### config.mk
export PLATFORM = sky130hd
export DESIGN_NAME = adc_ema_debounce_filter
export DESIGN_NICKNAME = d
export VERILOG_FILES = /design/src/hdl/aedf_pkg.sv /design/src/hdl/aedf_front.sv /design/src/hdl/aedf_queue.sv /design/src/hdl/aedf_back.sv /design/src/hdl/adc_ema_debounce_filter.sv
export SDC_FILE = /design/constraint.sdc
export NUM_CORES = 2
export LEC_CHECK = 0
export ABC_AREA = 1
export ABC_CLOCK_PERIOD_IN_PS = 8000
export BUFFER_PORTS_ARGS = -buffer_cell sky130_fd_sc_hd__buf_2
export CAP_MARGIN = 15
export CORE_MARGIN = 2
export CORE_UTILIZATION = 65
export DETAILED_ROUTE_END_ITERATION = 6
export PLACE_DENSITY = 0.83
export SYNTH_ARGS = -nofsm -noshare
export SYNTH_HDL_FRONTEND = slang
export SYNTH_SLANG_ARGS = --single-unit
### constraint.sdc
create_clock -name i_clk -period 8 [get_ports i_clk]
set_input_delay 0 -clock i_clk [delete_from_list [all_inputs] [get_ports i_clk]]
set_output_delay 0 -clock i_clk [all_outputs]
set_load 0.01 [all_outputs]
### src/hdl/aedf_pkg.sv
// Shared types and constants for the ADC averaging and debounce filter.
// Used by every module of the block; depends on nothing else.
package aedf_pkg;

    // Sample and fixed-point geometry.
    localparam int ADC_BITS   = 12;
    localparam int N_SAMPLES  = 4;
    localparam int AVG_SHIFT  = 2;
    localparam int SUM_W      = ADC_BITS + AVG_SHIFT;
    localparam int FRAC_BITS  = 16;
    localparam int FILT_W     = ADC_BITS + FRAC_BITS;
    localparam int DIFF_W     = FILT_W + 1;
    localparam int ALPHA_W    = 17;
    localparam int PROD_W     = DIFF_W + ALPHA_W + 1;
    localparam int STEP_W     = PROD_W - FRAC_BITS;
    localparam int VOLT_W     = 13;
    localparam int VPROD_W    = ADC_BITS + VOLT_W;
    localparam int THR_W      = 12;
    localparam int CNT_W      = 8;

    localparam logic [ADC_BITS-1:0] ADC_MAX   = {ADC_BITS{1'b1}};
    localparam logic [ALPHA_W-1:0]  ALPHA_ONE = ALPHA_W'(1) << FRAC_BITS;
    localparam logic [FILT_W-1:0]   FILT_TOP  = {ADC_MAX, {FRAC_BITS{1'b0}}};
    localparam logic [FILT_W:0]     ROUND_HALF = (FILT_W+1)'(1) << (FRAC_BITS - 1);
    localparam logic [CNT_W-1:0]    CNT_MAX   = {CNT_W{1'b1}};

    // Queue between front and back.
    localparam int QUEUE_DEPTH_DEF = 2;

    // Configuration register indexes.
    localparam int CFG_IDX_W = 8;
    localparam int CFG_DAT_W = 17;
    localparam logic [CFG_IDX_W-1:0] CFG_FILTER_ALPHA     = 8'd0;
    localparam logic [CFG_IDX_W-1:0] CFG_CHANGE_THRESHOLD = 8'd1;
    localparam logic [CFG_IDX_W-1:0] CFG_STABLE_COUNT     = 8'd2;
    localparam logic [CFG_IDX_W-1:0] CFG_REF_MILLIVOLTS   = 8'd3;

    localparam logic [ALPHA_W-1:0] ALPHA_RST = 17'd6554;
    localparam logic [THR_W-1:0]   THR_RST   = 12'd4;
    localparam logic [CNT_W-1:0]   COUNT_RST = 8'd3;
    localparam logic [VOLT_W-1:0]  REF_RST   = 13'd3300;

    typedef struct packed {
        logic [ADC_BITS-1:0] sample_0;
        logic [ADC_BITS-1:0] sample_1;
        logic [ADC_BITS-1:0] sample_2;
        logic [ADC_BITS-1:0] sample_3;
    } t_in;

    typedef struct packed {
        logic [ADC_BITS-1:0] raw_average;
        logic [ADC_BITS-1:0] published_value;
        logic [VOLT_W-1:0]   voltage_mv;
        logic                new_value;
    } t_out;

    typedef struct packed {
        logic [ALPHA_W-1:0] filter_alpha;
        logic [THR_W-1:0]   change_threshold;
        logic [CNT_W-1:0]   stable_count;
        logic [VOLT_W-1:0]  ref_millivolts;
    } t_cfg;

    typedef struct packed {
        logic empty;
        logic full;
    } t_q_status;

    typedef enum logic [2:0] {
        S_IDLE,
        S_MUL,
        S_UPD,
        S_CMP,
        S_VMUL,
        S_VDIV
    } t_back_state;

endpackage

### src/hdl/aedf_front.sv
// Front stage: takes input transfers and reduces the four samples to their mean.
// Depends on aedf_pkg; feeds aedf_queue.
module aedf_front (
    input  logic                          i_clk,
    input  logic                          i_rst_n,
    input  logic                          i_in_valid,
    output logic                          o_in_ready,
    input  aedf_pkg::t_in                 i_in_data,
    output logic                          o_push,
    output logic [aedf_pkg::ADC_BITS-1:0] o_push_data,
    input  aedf_pkg::t_q_status           i_q_status
);

    logic                          r_valid;
    logic [aedf_pkg::ADC_BITS-1:0] r_avg;
    logic [aedf_pkg::SUM_W-1:0]    sum;
    logic                          accept;

    // Sum of the four samples, truncated mean by shifting.
    assign sum = aedf_pkg::SUM_W'(i_in_data.sample_0) + aedf_pkg::SUM_W'(i_in_data.sample_1)
               + aedf_pkg::SUM_W'(i_in_data.sample_2) + aedf_pkg::SUM_W'(i_in_data.sample_3);

    assign o_push      = r_valid && !i_q_status.full;
    assign o_push_data = r_avg;
    assign o_in_ready  = !r_valid || o_push;
    assign accept      = i_in_valid && o_in_ready;

    // Holding register for one averaged item.
    always_ff @(posedge i_clk) begin
        if (!i_rst_n) begin
            r_valid <= 1'b0;
        end else if (accept) begin
            r_valid <= 1'b1;
        end else if (o_push) begin
            r_valid <= 1'b0;
        end
    end

    always_ff @(posedge i_clk) begin
        if (accept) begin
            r_avg <= aedf_pkg::ADC_BITS'(sum >> aedf_pkg::AVG_SHIFT);
        end
    end

endmodule

### src/hdl/aedf_queue.sv
// Small FIFO of averaged samples between the front stage and the filter engine.
// Depends on aedf_pkg for the status struct.
module aedf_queue #(
    parameter int DEPTH = aedf_pkg::QUEUE_DEPTH_DEF,
    parameter int WIDTH = aedf_pkg::ADC_BITS
) (
    input  logic                i_clk,
    input  logic                i_rst_n,
    input  logic                i_push,
    input  logic [WIDTH-1:0]    i_push_data,
    input  logic                i_pop,
    output logic [WIDTH-1:0]    o_data,
    output aedf_pkg::t_q_status o_status
);

    localparam int PTR_W = (DEPTH > 1) ? $clog2(DEPTH) : 1;
    localparam int CNT_W = $clog2(DEPTH + 1);
    localparam logic [PTR_W-1:0] LAST = PTR_W'(DEPTH - 1);

    logic [WIDTH-1:0] r_mem [DEPTH];
    logic [PTR_W-1:0] r_wr_ptr;
    logic [PTR_W-1:0] r_rd_ptr;
    logic [CNT_W-1:0] r_count;
    logic             do_push;
    logic             do_pop;

    assign o_status.empty = (r_count == '0);
    assign o_status.full  = (r_count == CNT_W'(DEPTH));
    assign do_push        = i_push && !o_status.full;
    assign do_pop         = i_pop && !o_status.empty;
    assign o_data         = r_mem[r_rd_ptr];

    // Pointers and fill count.
    always_ff @(posedge i_clk) begin
        if (!i_rst_n) begin
            r_wr_ptr <= '0;
            r_rd_ptr <= '0;
            r_count  <= '0;
        end else begin
            if (do_push) begin
                r_wr_ptr <= (r_wr_ptr == LAST) ? '0 : r_wr_ptr + 1'b1;
            end
            if (do_pop) begin
                r_rd_ptr <= (r_rd_ptr == LAST) ? '0 : r_rd_ptr + 1'b1;
            end
            if (do_push && !do_pop) begin
                r_count <= r_count + 1'b1;
            end else if (do_pop && !do_push) begin
                r_count <= r_count - 1'b1;
            end
        end
    end

    // Storage.
    always_ff @(posedge i_clk) begin
        if (do_push) begin
            r_mem[r_wr_ptr] <= i_push_data;
        end
    end

    // The front never offers an item into a full queue.
    a_no_push_full: assert property (@(posedge i_clk) disable iff (!i_rst_n)
        o_status.full |-> !i_push)
        else $error("queue push while full");

    // Fill count stays within depth.
    a_count_range: assert property (@(posedge i_clk) disable iff (!i_rst_n)
        r_count <= CNT_W'(DEPTH))
        else $error("queue count out of range");

endmodule

### src/hdl/aedf_back.sv
// Filter engine: EMA update, debounce decision, voltage scaling and the result register.
// Depends on aedf_pkg; pops averaged samples from aedf_queue.
module aedf_back (
    input  logic                          i_clk,
    input  logic                          i_rst_n,
    input  aedf_pkg::t_cfg                i_cfg,
    input  aedf_pkg::t_q_status           i_q_status,
    input  logic [aedf_pkg::ADC_BITS-1:0] i_q_data,
    output logic                          o_pop,
    output logic                          o_out_valid,
    input  logic                          i_out_ready,
    output aedf_pkg::t_out                o_out_data
);

    localparam int AB = aedf_pkg::ADC_BITS;
    localparam int FW = aedf_pkg::FILT_W;

    aedf_pkg::t_back_state r_state;
    aedf_pkg::t_back_state n_state;

    logic                               r_filter_ready;
    logic [AB-1:0]                      r_avg;
    logic signed [aedf_pkg::DIFF_W-1:0] r_diff;
    logic [aedf_pkg::ALPHA_W-1:0]       r_alpha;
    logic signed [aedf_pkg::PROD_W-1:0] r_prod;
    logic [FW-1:0]                      r_filtered;
    logic [AB-1:0]                      r_val;
    logic                               r_update;
    logic                               r_pub_now;
    logic [aedf_pkg::CNT_W-1:0]         r_counter;
    logic [AB-1:0]                      r_last;
    logic [aedf_pkg::VOLT_W-1:0]        r_volt;
    logic [aedf_pkg::VPROD_W-1:0]       r_vprod;
    logic                               r_out_valid;
    aedf_pkg::t_out                     r_out;

    logic                               out_free;
    logic signed [aedf_pkg::DIFF_W-1:0] diff;
    logic signed [aedf_pkg::PROD_W-1:0] prod;
    logic signed [aedf_pkg::STEP_W-1:0] step;
    logic signed [aedf_pkg::STEP_W-1:0] next_sum;
    logic [FW-1:0]                      next_filt;
    logic [FW:0]                        rnd_sum;
    logic [AB:0]                        rnd_wide;
    logic [AB-1:0]                      rnd;
    logic [AB-1:0]                      gap;
    logic [aedf_pkg::CNT_W-1:0]         cnt_inc;
    logic [aedf_pkg::VOLT_W-1:0]        q0;
    logic [aedf_pkg::VOLT_W:0]          rem0;
    logic [1:0]                         fold;
    logic [aedf_pkg::VOLT_W-1:0]        q1;
    logic [aedf_pkg::VOLT_W-1:0]        rem1;
    logic [aedf_pkg::VOLT_W-1:0]        volt;

    assign out_free    = !r_out_valid || i_out_ready;
    assign o_pop       = (r_state == aedf_pkg::S_IDLE) && !i_q_status.empty;
    assign o_out_valid = r_out_valid;
    assign o_out_data  = r_out;

    // Distance from the new average to the running filter value.
    assign diff = $signed({1'b0, i_q_data, {aedf_pkg::FRAC_BITS{1'b0}}})
                - $signed({1'b0, r_filtered});

    // Alpha-weighted step; the arithmetic shift by 16 is the upper slice.
    assign prod     = r_diff * $signed({1'b0, r_alpha});
    assign step     = r_prod[aedf_pkg::PROD_W-1:aedf_pkg::FRAC_BITS];
    assign next_sum = $signed({{(aedf_pkg::STEP_W-FW){1'b0}}, r_filtered}) + step;

    // Clamp the updated filter to the valid fixed-point range.
    always_comb begin
        if (next_sum[aedf_pkg::STEP_W-1]) begin
            next_filt = '0;
        end else if (next_sum > $signed(aedf_pkg::STEP_W'(aedf_pkg::FILT_TOP))) begin
            next_filt = aedf_pkg::FILT_TOP;
        end else begin
            next_filt = next_sum[FW-1:0];
        end
    end

    // Round half up, then measure the gap to the published value.
    assign rnd_sum  = {1'b0, r_filtered} + aedf_pkg::ROUND_HALF;
    assign rnd_wide = rnd_sum[FW:aedf_pkg::FRAC_BITS];
    assign rnd      = (rnd_wide > (AB+1)'(aedf_pkg::ADC_MAX)) ? aedf_pkg::ADC_MAX
                                                                 : rnd_wide[AB-1:0];
    assign gap      = (rnd > r_last) ? (rnd - r_last) : (r_last - rnd);
    assign cnt_inc  = (r_counter == aedf_pkg::CNT_MAX) ? r_counter : r_counter + 1'b1;

    // Floor division by 4095: fold the high part back twice, then one correction.
    assign q0   = r_vprod[aedf_pkg::VPROD_W-1:AB];
    assign rem0 = (aedf_pkg::VOLT_W+1)'(r_vprod[AB-1:0]) + (aedf_pkg::VOLT_W+1)'(q0);
    assign fold = rem0[AB+1:AB];
    assign q1   = q0 + aedf_pkg::VOLT_W'(fold);
    assign rem1 = aedf_pkg::VOLT_W'(rem0[AB-1:0]) + aedf_pkg::VOLT_W'(fold);
    assign volt = q1 + aedf_pkg::VOLT_W'(rem1 >= aedf_pkg::VOLT_W'(aedf_pkg::ADC_MAX));

    // Sequencer state register.
    always_ff @(posedge i_clk) begin
        if (!i_rst_n) begin
            r_state <= aedf_pkg::S_IDLE;
        end else begin
            r_state <= n_state;
        end
    end

    // Next state: the first item after reset skips the EMA steps.
    always_comb begin
        n_state = r_state;
        case (r_state)
            aedf_pkg::S_IDLE: begin
                if (o_pop) begin
                    n_state = r_filter_ready ? aedf_pkg::S_MUL : aedf_pkg::S_VMUL;
                end
            end
            aedf_pkg::S_MUL:  n_state = aedf_pkg::S_UPD;
            aedf_pkg::S_UPD:  n_state = aedf_pkg::S_CMP;
            aedf_pkg::S_CMP:  n_state = aedf_pkg::S_VMUL;
            aedf_pkg::S_VMUL: n_state = aedf_pkg::S_VDIV;
            aedf_pkg::S_VDIV: begin
                if (out_free) begin
                    n_state = aedf_pkg::S_IDLE;
                end
            end
            default: n_state = aedf_pkg::S_IDLE;
        endcase
    end

    // Control flags: filter initialized and result register occupancy.
    always_ff @(posedge i_clk) begin
        if (!i_rst_n) begin
            r_filter_ready <= 1'b0;
            r_out_valid    <= 1'b0;
        end else begin
            if (o_pop) begin
                r_filter_ready <= 1'b1;
            end
            if (r_state == aedf_pkg::S_VDIV && out_free) begin
                r_out_valid <= 1'b1;
            end else if (i_out_ready) begin
                r_out_valid <= 1'b0;
            end
        end
    end

    // Datapath registers, advanced by the sequencer.
    always_ff @(posedge i_clk) begin
        case (r_state)
            aedf_pkg::S_IDLE: begin
                if (o_pop) begin
                    r_avg   <= i_q_data;
                    r_diff  <= diff;
                    r_alpha <= (i_cfg.filter_alpha > aedf_pkg::ALPHA_ONE)
                               ? aedf_pkg::ALPHA_ONE : i_cfg.filter_alpha;
                    if (!r_filter_ready) begin
                        r_filtered <= {i_q_data, {aedf_pkg::FRAC_BITS{1'b0}}};
                        r_val      <= i_q_data;
                        r_update   <= 1'b1;
                        r_pub_now  <= 1'b0;
                        r_counter  <= '0;
                    end
                end
            end
            aedf_pkg::S_MUL: begin
                r_prod <= prod;
            end
            aedf_pkg::S_UPD: begin
                r_filtered <= next_filt;
            end
            aedf_pkg::S_CMP: begin
                r_val <= rnd;
                if (gap > i_cfg.change_threshold) begin
                    if (cnt_inc >= i_cfg.stable_count) begin
                        r_counter <= '0;
                        r_update  <= 1'b1;
                        r_pub_now <= 1'b1;
                    end else begin
                        r_counter <= cnt_inc;
                        r_update  <= 1'b0;
                        r_pub_now <= 1'b0;
                    end
                end else begin
                    r_counter <= '0;
                    r_update  <= 1'b0;
                    r_pub_now <= 1'b0;
                end
            end
            aedf_pkg::S_VMUL: begin
                r_vprod <= aedf_pkg::VPROD_W'(r_val) * aedf_pkg::VPROD_W'(i_cfg.ref_millivolts);
            end
            aedf_pkg::S_VDIV: begin
                if (out_free) begin
                    if (r_update) begin
                        r_last <= r_val;
                        r_volt <= volt;
                    end
                    r_out.raw_average     <= r_avg;
                    r_out.published_value <= r_update ? r_val : r_last;
                    r_out.voltage_mv      <= r_update ? volt : r_volt;
                    r_out.new_value       <= r_pub_now;
                end
            end
            default: begin
            end
        endcase
    end

    // A new item is taken only from the idle state.
    a_pop_idle: assert property (@(posedge i_clk) disable iff (!i_rst_n)
        o_pop |=> (r_state == aedf_pkg::S_MUL || r_state == aedf_pkg::S_VMUL))
        else $error("pop outside idle sequencing");

    // Once initialized, the filter value stays within full scale.
    a_filt_range: assert property (@(posedge i_clk) disable iff (!i_rst_n)
        r_filter_ready && r_state != aedf_pkg::S_IDLE |-> r_filtered <= aedf_pkg::FILT_TOP)
        else $error("filter value above full scale");

    // A publish flag always comes with an update of the published value.
    a_pub_update: assert property (@(posedge i_clk) disable iff (!i_rst_n)
        r_state == aedf_pkg::S_VDIV && r_pub_now |-> r_update)
        else $error("publish without update");

endmodule

### src/hdl/adc_ema_debounce_filter.sv
// Top level of the ADC averaging, EMA smoothing and debounced publishing block.
// Depends on aedf_pkg, aedf_front, aedf_queue and aedf_back.
//
//   Channel | Direction | Signals                                   | Content
//   --------+-----------+-------------------------------------------+---------------------------
//   in      | input     | i_in_valid, o_in_ready, i_in_data         | four raw ADC samples
//   out     | output    | o_out_valid, i_out_ready, o_out_data      | average, published value
//   cfg     | input     | i_cfg_valid, o_cfg_ready, i_cfg_index/data| register writes
//
// The front takes one transfer per cycle into a single holding register and a small queue,
// but stalls while both are full. The filter engine takes each item through these steps:
// pop, multiply by alpha, update and clamp, debounce decision, voltage multiply, divide;
// the first item after reset skips the EMA steps. A new item is popped only once the last is done.
// Reset is synchronous and active low; configuration returns to its default values.
// A stalled output holds the engine in its last step while the front and queue keep filling.
module adc_ema_debounce_filter #(
    parameter int QUEUE_DEPTH = aedf_pkg::QUEUE_DEPTH_DEF
) (
    input  logic                           i_clk,
    input  logic                           i_rst_n,
    input  logic                           i_in_valid,
    output logic                           o_in_ready,
    input  aedf_pkg::t_in                  i_in_data,
    output logic                           o_out_valid,
    input  logic                           i_out_ready,
    output aedf_pkg::t_out                 o_out_data,
    input  logic                           i_cfg_valid,
    output logic                           o_cfg_ready,
    input  logic [aedf_pkg::CFG_IDX_W-1:0] i_cfg_index,
    input  logic [aedf_pkg::CFG_DAT_W-1:0] i_cfg_data
);

    aedf_pkg::t_cfg                r_cfg;
    aedf_pkg::t_q_status           q_status;
    logic                          push;
    logic [aedf_pkg::ADC_BITS-1:0] push_data;
    logic                          pop;
    logic [aedf_pkg::ADC_BITS-1:0] q_data;

    assign o_cfg_ready = 1'b1;

    // Configuration registers.
    always_ff @(posedge i_clk) begin
        if (!i_rst_n) begin
            r_cfg.filter_alpha     <= aedf_pkg::ALPHA_RST;
            r_cfg.change_threshold <= aedf_pkg::THR_RST;
            r_cfg.stable_count     <= aedf_pkg::COUNT_RST;
            r_cfg.ref_millivolts   <= aedf_pkg::REF_RST;
        end else if (i_cfg_valid && o_cfg_ready) begin
            case (i_cfg_index)
                aedf_pkg::CFG_FILTER_ALPHA: begin
                    r_cfg.filter_alpha <= i_cfg_data[aedf_pkg::ALPHA_W-1:0];
                end
                aedf_pkg::CFG_CHANGE_THRESHOLD: begin
                    r_cfg.change_threshold <= i_cfg_data[aedf_pkg::THR_W-1:0];
                end
                aedf_pkg::CFG_STABLE_COUNT: begin
                    r_cfg.stable_count <= i_cfg_data[aedf_pkg::CNT_W-1:0];
                end
                aedf_pkg::CFG_REF_MILLIVOLTS: begin
                    r_cfg.ref_millivolts <= i_cfg_data[aedf_pkg::VOLT_W-1:0];
                end
                default: begin
                end
            endcase
        end
    end

    aedf_front u_front (
        .i_clk       (i_clk),
        .i_rst_n     (i_rst_n),
        .i_in_valid  (i_in_valid),
        .o_in_ready  (o_in_ready),
        .i_in_data   (i_in_data),
        .o_push      (push),
        .o_push_data (push_data),
        .i_q_status  (q_status)
    );

    aedf_queue #(
        .DEPTH (QUEUE_DEPTH),
        .WIDTH (aedf_pkg::ADC_BITS)
    ) u_queue (
        .i_clk       (i_clk),
        .i_rst_n     (i_rst_n),
        .i_push      (push),
        .i_push_data (push_data),
        .i_pop       (pop),
        .o_data      (q_data),
        .o_status    (q_status)
    );

    aedf_back u_back (
        .i_clk       (i_clk),
        .i_rst_n     (i_rst_n),
        .i_cfg       (r_cfg),
        .i_q_status  (q_status),
        .i_q_data    (q_data),
        .o_pop       (pop),
        .o_out_valid (o_out_valid),
        .i_out_ready (i_out_ready),
        .o_out_data  (o_out_data)
    );

endmodule
==> key figures <==
STA
  – Slew Limit Headroom: 0.209
  – Period utilisation layout: 0.869
  – Worst-Margin Slew: 1.19 ns
  – Hold slack: 0.0390 ns
  – Setup-failing EPs final: 0
  – Pins Over Slew Limit: 0
  – RSZ-0062 raised after global routing: no
  – Post-Route Setup TNS: 0 ns
  – Clock skew: 0.0268 ns
  – Fin crit period: 6.95 ns
  – Max Freq: 144 MHz
  – Final Hold Vio Count: 0

Job
  – # Max-Cap Violations: 0

Cells and area
  – Area Growth Syn to Fin: 6.29%
  – Layout cell share with drive strength beyond 1: 0.0481
  – Fin nets: 6002
  – FILL cells: 4754
  – Diodes inserted: 0
  – Most frequent cells in the layout: 1287 x inv_1, 1272 x nand2_1, 604 x fa_1, 298 x ha_1, 238 x edfxtp_1
  – Most common cell after layout, fill and taps aside: inv_1

Logic synthesis
  – Post-synth EDFFs: 238
  – FF+latch count, synth: 299
  – Fraction of registers with async set/reset: 0
  – Yosys warning count: 0
  – Adder-Cell Fraction of Synth Area: 0.391
  – Main synth FF type: edfxtp_1
  – Largest family of logic cells by synthesized area: adder cells
  – Mux contribution to synthesized area: 0.000743
  – Synth Area in XOR/XNOR: 0.0334
  – Unique masters post-synth: 62
  – Seq/Total Area, Yosys: 0.207
  – Post-synthesis instance total: around 5000
  – Mapped Area: 0.0404 mm2
  – Syn nets: around 6000
  – Synth Area in Compound Gates: 0.0616
  – Avg Cell Area, Syn: 8.12 um2
  – Synth Area in Simple Gates: 0.171

Worst hold path
  – Hold-critical path depth: 4
  – Worst min-delay path endpoint: r_cfg[0]
  – Hold Startpoint: i_cfg_index[1]
  – Hold WC Path Type: input pin to flip-flop

Critical path
  – CP max FO: 18
  – Critical path endpoint category: flip-flop
  – Worst Path Required: roughly 8.3 ns
  – Crit path launch type: flip-flop
  – CP startpoint: u_back.r_alpha[6]
  – Crit Path Category: flip-flop to flip-flop
  – CP arrival: 7.28 ns
  – Reg2reg end: u_back.r_prod[46]
  – RR Startpoint: u_back.r_alpha[6]
  – Reg2reg path depth: 20
  – Reg2reg setup slack: 1.05 ns

CTS
  – CTS tree: yes
  – Reg clk slew, reported paths: 0.06 ns
  – Worst-skew pair later-pin latency: 0.60 ns
  – Hold-fix buffer count after cts: 21
  – Post-CTS Resized: 0
  – Root buf cell: clkbuf_16
  – Max Buffers Root-to-Sink: 3
  – H-tree depth: 1
  – Clk sinks: 299
  – Setup Buffers After CTS: 0
  – Total CTS buffers: 31

Die
  – Die height: 253 um
  – Initial core utilization: 0.656
  – Cell Rows: 91
  – Die width: 253 um
  – Die ar.: 0.0642 mm2
  – Core Footprint: between 0.06 and 0.07 mm2
  – Ports: 119

Run status
  – Outcome: finished clean

Global routing
  – Gr usage total: 0.324
  – GR peak layer: met2
  – Met3 global-route usage: 0.0488
  – Vias in the first global route: 33088
  – First-pass GRT wire length: ~160 mm
  – GRT met2 Usage: 0.559
  – GR Layer Usage met1: 0.415
  – Total grt overflow: 0
  – Antenna violations before repair: 0
  – Pin count of the biggest net entering global routing: 62

Place
  – GP Congestion: roughly 0.95
  – DP Wirelength: around 80 mm
  – Port bufs: 117

Detailed routing
  – Vias per cell: roughly 5.4
  – Via count: 32044
  – DRT Wirelength: 101 mm
  – DR pass1 iterations: 6
  – DR iter-0 viols: 2437
  – Antenna Nets Post-Route: 0
  – # DRC: 0
  – Routed wire per std cell: roughly 17 um
Yosys cell counts, types with 13 or more instances:
| library cell | count | share of area |
|---|---|---|
| ha_1 | 298 | 0.092 |
| a21oi_1 | 215 | 0.027 |
| nor3_1 | 40 | 0.0050 |
| o21ai_0 | 126 | 0.016 |
| nor2_2 | 13 | 0.0020 |
| xnor2_1 | 49 | 0.011 |
| inv_1 | 1287 | 0.12 |
| nand3_1 | 97 | 0.012 |
| clkbuf_1 | 144 | 0.013 |
| nand2_1 | 1272 | 0.12 |
| dfxtp_1 | 61 | 0.030 |
| fa_1 | 604 | 0.30 |
| nor2_1 | 228 | 0.021 |
| edfxtp_1 | 238 | 0.18 |
| xor2_1 | 105 | 0.023 |
| o211ai_1 | 27 | 0.0050 |
| a31oi_1 | 18 | 0.0028 |
| nand4_1 | 26 | 0.0040 |
how the worst max path moves through the flow:
stage	to	cells past startpoint
2_1_floorplan	u_back.r_prod[40]	27
3_3_place_gp	u_back.r_prod[46]	20
3_5_place_dp	u_back.r_prod[46]	20
4_1_cts	u_back.r_prod[46]	20
5_1_grt	u_back.r_prod[46]	20
6_report	u_back.r_prod[46]	20
metrics by stage:
step / cell area (um2) / std cells / utilization / worst slack, ns
after CTS: 43000 / 5883 / 0.698 / 1.18
after floorplan: 40400 / 4980 / - / 2.07
after detailed placement: 41700 / 5804 / 0.677 / 1.21
final: 43000 / 5884 / 0.698 / 1.05
after global placement: 41700 / 5804 / 0.677 / 1.27
after global routing: 43000 / 5884 / 0.698 / 0.793
state kept, by name, indices dropped and copies added, names as in the netlist, 2 cells and up, named ones only:
signal	flops
u_back.o_out_data	26
u_front.o_push_data	12
u_back.r_diff	29
u_back.r_last	12
u_back.r_val	12
u_back.r_state	3
r_cfg	50
u_back.r_vprod	25
u_back.r_alpha	17
u_back.r_counter	8
u_queue.r_count	2
u_back.r_avg	12
u_back.r_prod	31
u_back.r_filtered	28
u_queue.r_mem	24
cells by family (layout without fill, tap and decap cells):
group,count (synthesis),count (layout)
flops,299,299
mux,3,3
fa+ha+maj,902,902
compound gates,446,446
xor+xnor,154,154
other cells,1,1
simple gates,1723,1723
buf+inv,1452,1519
final cells by class:
class | count | area, um2 | share of cell area
multi-input combinational | 3229 | 26600 | 0.619
sequential | 299 | 8370 | 0.195
inverter | 1291 | 4850 | 0.113
tap | 837 | 1050 | 0.0244
timing repair buffer | 170 | 1040 | 0.0241
clock buffer | 39 | 880 | 0.0205
clock inverter | 19 | 184 | 0.00428
metal layers:
layer / share of wire / wire length (um)
met4: 0.038 / 3870
met5: 0 / 0
met3: 0.080 / 8080
met1: 0.39 / 39400
met2: 0.49 / 49200
critical path, cell delays in order (launching register included):
cell and delay [ns]:
edfxtp_1 1.02, nand2_1 0.32, inv_1 0.22, fa_1 0.46, fa_1 0.76, inv_1 0.15
fa_1 0.50, fa_1 0.57, fa_1 0.44, fa_1 0.50, inv_1 0.04, ha_1 0.37
a21oi_1 0.18, inv_1 0.07, a31oi_1 0.23, o21ai_0 0.15, a21oi_1 0.18, nand3_1 0.21
nand2_1 0.11, nand3_1 0.08, xnor2_1 0.13
Power is left out: the tool's default activity adds up to more than one toggle a clock period on the data nets, which glitch-free logic cannot reach.
